--- src/hdl/wsa_pkg.sv ---
// shared types and constants for the wheel speed to speed/angle unit
`timescale 1ns / 1ps

package wsa_pkg;

  localparam int unsigned SPEED_BITS = 10;
  localparam int unsigned ANGLE_BITS = 9;
  localparam int unsigned M_DATA_W   = 24;

  localparam logic [9:0] SPEED_MAX   = 10'd1023;
  localparam logic [9:0] FULL_TURN   = 10'd360;
  localparam logic [9:0] ANGLE_FWD   = 10'd90;
  localparam logic [9:0] ANGLE_HALF  = 10'd180;
  localparam logic [9:0] ANGLE_BACK  = 10'd270;
  localparam logic [9:0] ANGLE_WRAP  = 10'd540;

  // motion class of one request
  typedef enum logic [1:0] {
    KIND_FWD   = 2'd0,
    KIND_BACK  = 2'd1,
    KIND_LEFT  = 2'd2,
    KIND_RIGHT = 2'd3
  } kind_t;

  // side data that rides along the divider chain
  typedef struct packed {
    kind_t            kind;
    logic             neg_term;
    logic             zero_den;
    logic [SPEED_BITS-1:0] speed;
  } info_t;

endpackage

--- src/hdl/wsa_prep.sv ---
// input decode: magnitudes, speed, motion class, dividend and divisor
`timescale 1ns / 1ps

module wsa_prep #(
  parameter int unsigned WHEEL_BITS = 16,
  parameter int unsigned NUM_W      = 22,
  parameter int unsigned DEN_W      = 17
) (
  input  logic                  clk,
  input  logic                  rst,
  input  logic                  en,
  input  logic                  in_valid,
  input  logic [WHEEL_BITS-1:0] left_speed,
  input  logic [WHEEL_BITS-1:0] right_speed,
  output logic                  out_valid,
  output logic [NUM_W-1:0]      out_num,
  output logic [DEN_W-1:0]      out_den,
  output wsa_pkg::info_t        out_info
);

  localparam int unsigned W    = WHEEL_BITS;
  localparam int unsigned SC_W = (W > 10) ? W : 10;

  logic [W-1:0]    mag_l, mag_r, mx, mag_a;
  logic [W:0]      diff, mag_d, sum;
  logic [W-1:0]    half;
  logic [SC_W-1:0] half_x;
  logic [DEN_W-1:0] den;
  wsa_pkg::info_t  info;

  // stage 1 registers
  logic             v1;
  logic [W-1:0]     a1;
  logic [DEN_W-1:0] den1;
  wsa_pkg::info_t   info1;

  always_comb begin
    mag_l = left_speed[W-1] ? (~left_speed + W'(1)) : left_speed;
    mag_r = right_speed[W-1] ? (~right_speed + W'(1)) : right_speed;
    diff  = {right_speed[W-1], right_speed} - {left_speed[W-1], left_speed};
    mag_d = diff[W] ? (~diff + (W+1)'(1)) : diff;
    mx    = (mag_l > mag_r) ? mag_l : mag_r;
    sum   = {1'b0, mag_l} + {1'b0, mag_r};
    half  = sum[W:1];
    half_x = SC_W'(half);

    info.neg_term = diff[W];
    if (half_x > SC_W'(wsa_pkg::SPEED_MAX)) begin
      info.speed = wsa_pkg::SPEED_MAX;
    end else begin
      info.speed = half_x[9:0];
    end

    case ({left_speed[W-1], right_speed[W-1]})
      2'b00: begin
        info.kind = wsa_pkg::KIND_FWD;
        mag_a     = mag_d[W-1:0];
        den       = {mx, 1'b0};
      end
      2'b11: begin
        info.kind = wsa_pkg::KIND_BACK;
        mag_a     = mag_d[W-1:0];
        den       = {mx, 1'b0};
      end
      2'b01: begin
        info.kind = wsa_pkg::KIND_LEFT;
        mag_a     = mag_r;
        den       = {1'b0, mag_l};
      end
      default: begin
        info.kind = wsa_pkg::KIND_RIGHT;
        mag_a     = mag_l;
        den       = {1'b0, mag_r};
      end
    endcase
    // both wheels stopped, or a pivot against a stopped wheel
    info.zero_den = (den == '0);
  end

  always_ff @(posedge clk) begin
    if (rst) begin
      v1        <= 1'b0;
      out_valid <= 1'b0;
    end else if (en) begin
      v1        <= in_valid;
      out_valid <= v1;
    end
  end

  // 90 * a as shifts and adds
  always_ff @(posedge clk) begin
    if (en) begin
      a1       <= mag_a;
      den1     <= den;
      info1    <= info;
      out_num  <= NUM_W'({a1, 6'b0}) + NUM_W'({a1, 4'b0}) + NUM_W'({a1, 3'b0})
                + NUM_W'({a1, 1'b0});
      out_den  <= den1;
      out_info <= info1;
    end
  end

endmodule

--- src/hdl/wsa_cell.sv ---
// one restoring division cell: one quotient bit, quotient kept modulo 360
`timescale 1ns / 1ps

module wsa_cell #(
  parameter int unsigned NUM_W = 22,
  parameter int unsigned DEN_W = 17
) (
  input  logic             clk,
  input  logic             rst,
  input  logic             en,
  input  logic             in_valid,
  input  logic [NUM_W-1:0] in_num,
  input  logic [DEN_W-1:0] in_den,
  input  logic [DEN_W-1:0] in_rem,
  input  logic [8:0]       in_qm,
  input  wsa_pkg::info_t   in_info,
  output logic             out_valid,
  output logic [NUM_W-1:0] out_num,
  output logic [DEN_W-1:0] out_den,
  output logic [DEN_W-1:0] out_rem,
  output logic [8:0]       out_qm,
  output wsa_pkg::info_t   out_info
);

  logic [DEN_W:0]   trial, sub;
  logic             ge;
  logic [DEN_W-1:0] rem_next;
  logic [9:0]       m2;
  logic [8:0]       qm_next;

  always_comb begin
    trial    = {in_rem, in_num[NUM_W-1]};
    ge       = (trial >= {1'b0, in_den});
    sub      = trial - {1'b0, in_den};
    rem_next = ge ? sub[DEN_W-1:0] : trial[DEN_W-1:0];
    // running quotient modulo a full turn
    m2       = {in_qm, ge};
    if (m2 >= wsa_pkg::FULL_TURN) begin
      m2 = m2 - wsa_pkg::FULL_TURN;
    end
    qm_next  = m2[8:0];
  end

  always_ff @(posedge clk) begin
    if (rst) begin
      out_valid <= 1'b0;
    end else if (en) begin
      out_valid <= in_valid;
    end
  end

  always_ff @(posedge clk) begin
    if (en) begin
      out_num  <= {in_num[NUM_W-2:0], 1'b0};
      out_den  <= in_den;
      out_rem  <= rem_next;
      out_qm   <= qm_next;
      out_info <= in_info;
    end
  end

endmodule

--- src/hdl/wsa_out.sv ---
// heading assembly, output register and skid register
`timescale 1ns / 1ps

module wsa_out (
  input  logic                           clk,
  input  logic                           rst,
  input  logic                           in_valid,
  input  logic [8:0]                     in_qm,
  input  wsa_pkg::info_t                 in_info,
  input  logic                           m_tready,
  output logic                           m_tvalid,
  output logic [wsa_pkg::M_DATA_W-1:0]   m_tdata,   // drive_speed[9:0], heading_angle[18:10]
  output logic                           skid_full
);

  logic [9:0] qx, angle;
  logic [wsa_pkg::M_DATA_W-1:0] word, skid;
  logic out_free;

  always_comb begin
    qx = {1'b0, in_qm};
    if (in_info.zero_den) begin
      angle = wsa_pkg::ANGLE_FWD;
    end else begin
      case (in_info.kind)
        wsa_pkg::KIND_FWD: begin
          angle = in_info.neg_term ? (wsa_pkg::ANGLE_FWD + qx) : (wsa_pkg::ANGLE_FWD - qx);
        end
        wsa_pkg::KIND_BACK: begin
          angle = in_info.neg_term ? (wsa_pkg::ANGLE_BACK + qx) : (wsa_pkg::ANGLE_BACK - qx);
        end
        wsa_pkg::KIND_LEFT: begin
          angle = (qx <= wsa_pkg::ANGLE_HALF) ? (wsa_pkg::ANGLE_HALF - qx)
                                               : (wsa_pkg::ANGLE_WRAP - qx);
        end
        default: begin
          angle = qx;
        end
      endcase
    end
    word = {5'b0, angle[8:0], in_info.speed};
  end

  assign out_free = ~m_tvalid | m_tready;

  always_ff @(posedge clk) begin
    if (rst) begin
      m_tvalid  <= 1'b0;
      skid_full <= 1'b0;
    end else if (out_free) begin
      if (skid_full) begin
        m_tvalid  <= 1'b1;
        skid_full <= 1'b0;
      end else begin
        m_tvalid  <= in_valid;
      end
    end else if (in_valid) begin
      skid_full <= 1'b1;
    end
  end

  always_ff @(posedge clk) begin
    if (out_free) begin
      m_tdata <= skid_full ? skid : word;
    end
    if (~out_free && in_valid) begin
      skid <= word;
    end
  end

endmodule

--- src/hdl/wheel_speeds_to_speed_angle_unit.sv ---
// top level: wheel speeds to drive speed and heading angle
`timescale 1ns / 1ps

// usage
//   slave side (s_tvalid/s_tready/s_tdata) takes one request per cycle while s_tready is
//   high: the signed left and right wheel speeds, each WHEEL_BITS wide
//   master side (m_tvalid/m_tready/m_tdata) gives one result per request, in order:
//   drive speed (mean absolute speed, saturated at 1023) and heading in 0..359
//   throughput: one request per cycle while no result waits in the skid register
//   path from acceptance to m_tvalid: the two decode stages, the row of
//   WHEEL_BITS + 6 divider cells (one quotient bit each) and the output register
//   reset: rst (synchronous) empties every stage, the output and the skid register
//   stall: while m_tready is low the chain keeps moving until one result is parked
//   in the skid register; then s_tready drops and the whole chain holds its items
//   until the receiver takes the waiting result
module wheel_speeds_to_speed_angle_unit #(
  parameter int unsigned WHEEL_BITS = 16,
  localparam int unsigned S_DATA_W = ((2 * WHEEL_BITS + 7) / 8) * 8
) (
  input  logic                          clk,
  input  logic                          rst,
  input  logic                          s_tvalid,
  output logic                          s_tready,
  input  logic [S_DATA_W-1:0]           s_tdata,   // left_speed, right_speed
  output logic                          m_tvalid,
  input  logic                          m_tready,
  output logic [wsa_pkg::M_DATA_W-1:0]  m_tdata    // drive_speed[9:0], heading_angle[18:10]
);

  // dividend 90*|a| stays below 2^(WHEEL_BITS+6); divisor up to 2*max magnitude
  localparam int unsigned NUM_W = WHEEL_BITS + 6;
  localparam int unsigned DEN_W = WHEEL_BITS + 1;
  localparam int unsigned NCELL = NUM_W;

  logic en;
  logic skid_full;

  // chain taps, index 0 feeds the first cell
  logic             c_valid [0:NCELL];
  logic [NUM_W-1:0] c_num   [0:NCELL];
  logic [DEN_W-1:0] c_den   [0:NCELL];
  logic [DEN_W-1:0] c_rem   [0:NCELL];
  logic [8:0]       c_qm    [0:NCELL];
  wsa_pkg::info_t   c_info  [0:NCELL];

  // the whole chain advances together unless a result is parked in the skid
  assign en       = ~skid_full;
  assign s_tready = en;

  wsa_prep #(
    .WHEEL_BITS (WHEEL_BITS),
    .NUM_W      (NUM_W),
    .DEN_W      (DEN_W)
  ) u_prep (
    .clk         (clk),
    .rst         (rst),
    .en          (en),
    .in_valid    (s_tvalid),
    .left_speed  (s_tdata[WHEEL_BITS-1:0]),
    .right_speed (s_tdata[2*WHEEL_BITS-1:WHEEL_BITS]),
    .out_valid   (c_valid[0]),
    .out_num     (c_num[0]),
    .out_den     (c_den[0]),
    .out_info    (c_info[0])
  );

  // partial remainder and quotient residue start at zero
  assign c_rem[0] = '0;
  assign c_qm[0]  = '0;

  for (genvar i = 0; i < NCELL; i++) begin : g_cell
    wsa_cell #(
      .NUM_W (NUM_W),
      .DEN_W (DEN_W)
    ) u_cell (
      .clk       (clk),
      .rst       (rst),
      .en        (en),
      .in_valid  (c_valid[i]),
      .in_num    (c_num[i]),
      .in_den    (c_den[i]),
      .in_rem    (c_rem[i]),
      .in_qm     (c_qm[i]),
      .in_info   (c_info[i]),
      .out_valid (c_valid[i+1]),
      .out_num   (c_num[i+1]),
      .out_den   (c_den[i+1]),
      .out_rem   (c_rem[i+1]),
      .out_qm    (c_qm[i+1]),
      .out_info  (c_info[i+1])
    );
  end

  // last cell hands its item over only on a cycle the chain moves
  wsa_out u_out (
    .clk       (clk),
    .rst       (rst),
    .in_valid  (c_valid[NCELL] & en),
    .in_qm     (c_qm[NCELL]),
    .in_info   (c_info[NCELL]),
    .m_tready  (m_tready),
    .m_tvalid  (m_tvalid),
    .m_tdata   (m_tdata),
    .skid_full (skid_full)
  );

endmodule

--- config.mk ---
export PLATFORM = sky130hd
export DESIGN_NAME = wheel_speeds_to_speed_angle_unit
export DESIGN_NICKNAME = d
export VERILOG_FILES = /design/src/hdl/wsa_pkg.sv /design/src/hdl/wsa_prep.sv /design/src/hdl/wsa_cell.sv /design/src/hdl/wsa_out.sv /design/src/hdl/wheel_speeds_to_speed_angle_unit.sv
export SDC_FILE = /design/constraint.sdc
export NUM_CORES = 2
export LEC_CHECK = 0
export BUFFER_PORTS_ARGS = -buffer_cell sky130_fd_sc_hd__buf_4
export CAP_MARGIN = 20
export CORE_UTILIZATION = 64
export CTS_CLUSTER_SIZE = 30
export DETAILED_ROUTE_END_ITERATION = 8
export GPL_TIMING_DRIVEN = 0
export PLACE_DENSITY = 0.87
export SYNTH_ARGS = -nofsm -noshare
export SYNTH_HDL_FRONTEND = slang
export SYNTH_SLANG_ARGS = --single-unit
export TNS_END_PERCENT = 30
--- constraint.sdc ---
create_clock -name clk -period 52.2 [get_ports clk]
set_input_delay 5.22 -clock clk [delete_from_list [all_inputs] [get_ports clk]]
set_output_delay 5.22 -clock clk [all_outputs]
set_load 0.05 [all_outputs]
==> run summary <==
Setup Fix Bufs, Post-CTS: 0
CP Capture Type: flop
HP Class: reg -> reg
Detail Route Antenna Nets: 0
top-area cell type share of the netlist area: 61.4%
cts hold-fix bufs: 0
pwr dens: 65.3 mW/mm²
Pre-antenna DRT Iters: 6
ratio of cells with drive above 1 in the final layout: 9.63%
Worst Path Max Fanout: 10
sequential element share of the synthesized area: 62.1%
Worst Clk Skew: 0.0569 ns
Synth Register Bits: 1557
Hold Vio Cnt, Final: 0
syn_area_per_cell: 13.2 µm²
Sinks on Clock Net: 1557
Max-Cap Viols: 0
Synth warnings: 0
Final Util: 71.5%
cell area after placement: 0.0776 mm²
Post-synth EDFFs: 1531
routability cong.: 0.960
fin area: 0.0830 mm²
worst-margin pin slew: 1.01 ns
Gate Count Post-Synth: 5660
f_max: 103 MHz
cells along the critical path: buf_4, or4_4, or3_4, or3_4, nor2_1, nor4b_4, inv_1, ha_1, inv_1, nor3_1, and3_1, o31ai_1, a22oi_2, buf_2, mux2i_1, o21ai_0, nor4_1, and4_1
vias in the first global route: 46700
TritonCTS Buffers: 153
DP HPWL: 105000 µm
Lkg Pwr: 33.3 nW
Max clock buf depth: 3
largest net degree at the start of global routing: 148
relative slew slack: 32.8%
Total Nets Final: 6431
Skew-Pair Late Insertion Delay: 0.81 ns
Chip Width: 344 µm
final slew viol count: 0
crit share post-route: 18.6%
I/O pin total: 62
post-synth design cell area: 0.0749 mm²
remaining global-route overflow: 0
CP max stage delay: 0.63 ns
Via density: 6.06
Yosys top cell by area: edfxtp_1
critical path arrival: 10.24 ns
most frequent cell after synthesis: edfxtp_1
chip height: 344 µm
status: completed
crit path max-delay cell type: o21ai_0
H-tree depth: 4
kind of start point of the critical path: input pin
overall routed net length: 155000 µm
row cnt: 125
Residual DRC: 0
Design Power: 0.00542 W
initial antenna violation count: 7
setup TNS: 0 ns
Area contributors post-synth: edfxtp_1, ha_1, xnor2_1
clock-pin slew on the worst setup and hold paths: 0.07 ns
Final Setup Violations: 0
starting DRC count in detailed routing: 4080
# fillers: 7109
delay-heaviest family, CP: simple AND/OR/NAND/NOR gates
Resized cells post-CTS: 0
synth cell count leaders: edfxtp_1, inv_1, ha_1
initial cell density of the core: 64.5%
Final min period: 9.72 ns
vias: 45700
CORE AREA: 0.116 mm²
critical path class: in -> reg
Port Buf Inserts: 55
CP bufs+invs: 4
Tot GR Track Use: 26.3%
post-synthesis cell type count: 84
area delta synth->final: 10.8%
CTS Root Cell: clkbuf_16
prevailing post-synth register cell: edfxtp_1
Peak VDD IR: 0.0000376 V
Register-to-Register Setup Slack: 47.66 ns
CTS tree: yes
Worst EP required: 52.72 ns
DR WL/cell: 20.6 µm
die area: 0.118 mm²
unrepaired setup endpoints after global routing: false
Async SR Flop Fraction: 0%
first-pass GRT wire length: 244000 µm
routing by layer:
layer	share of wire [%]	track usage, %	wire length [µm]	vias up
li1	-	-	-	21300
met1	38	30.4	58500	22100
met2	52	48.1	81100	1822
met3	6.1	4.23	9520	469
met4	4.1	11.6	6320	4
met5	0.021	0	33	-
power by group:
part           internal, W  total, W  switching, W
Combinational     0.000937   0.00216       0.00122
Clock             0.000683   0.00117      0.000488
Sequential         0.00190   0.00209      0.000195
flip-flops by register name (all words and copies together) (netlist names), 19 cells and up:
name,flops
g_cell.u_cell.out_den,357
g_cell.u_cell.out_rem,357
g_cell.u_cell.out_info,308
g_cell.u_cell.out_num,210
g_cell.u_cell.out_qm,162
g_cell.u_cell.out_valid,22
u_prep.out_num,21
u_out.m_tdata,19
u_out.skid,19
through the flow:
stage               std cells  hold WS, ns  worst slack [ns]
CTS                      7537        0.388             42.60
floorplan                5664        0.400             17.52
global route             7540        0.398             42.28
global placement         7243        0.400              5.24
finish                   7540        0.389             42.48
detailed placement       7257        0.405             41.85
cell type report:
cell class                 count  area, µm²  area share, %
tap                         1524       1910           2.30
buffer                       100        425          0.513
antenna                        2       5.00        0.00603
sequential                  1557      46500           56.0
clock inverter                93       1420           1.71
multi-input combinational   3443      25900           31.2
clock buffer                 187       3980           4.79
timing repair buffer          70        768          0.926
inverter                     564       2120           2.56
cells by family (layout without fill, tap and decap cells):
group	Yosys count	in the layout	share of synthesized area, %
fa+ha+maj	507	507	8.96
other cells	1	7	0.00501
xor+xnor	413	413	4.84
buf+inv	664	1014	3.39
mux	281	281	4.08
compound gates	1139	1139	9.56
flops	1557	1557	62.1
simple gates	1098	1098	7.09
cells in the final DEF (no fill, tap or decap), types with 63 or more instances in the layout:
cell type  instances
o21ai_0          260
a21oi_1          350
clkbuf_1         103
nor2b_1           64
nor2_1           343
a21o_1           167
inv_1            563
clkbuf_16        154
buf_4             63
nand2_1          277
mux2_2           192
xnor2_1          256
ha_1             457
mux2i_1           89
xor2_1           156
edfxtp_1        1531
nor3_1            79
worst register-to-register path: cells and delay by family (launching register included):
kind	cells	cell delay [ns]
AO/OA/AOI/OAI	8	2.06
buffers and inverters	3	0.97
adder cells (fa/ha/maj)	2	0.68
flip-flops	1	0.42
AND/OR/NAND/NOR	1	0.14
path summary, 6_finish.rpt:
check                                                       startpoint                                      to  depth (start not counted)
worst max register to register  g_cell[7].u_cell.out_num[21]$_DFFE_PN_  g_cell[8].u_cell.out_rem[14]$_DFFE_PN_                         14
worst min-delay path            g_cell[0].u_cell.out_num[16]$_DFFE_PN_  g_cell[1].u_cell.out_num[17]$_DFFE_PN_                          0
worst min register to register  g_cell[0].u_cell.out_num[16]$_DFFE_PN_  g_cell[1].u_cell.out_num[17]$_DFFE_PN_                          0
worst max-delay path                                       s_tdata[24]              u_prep.info1[10]$_DFFE_PN_                         18
Note: power is estimated with default switching activity, not from simulation.
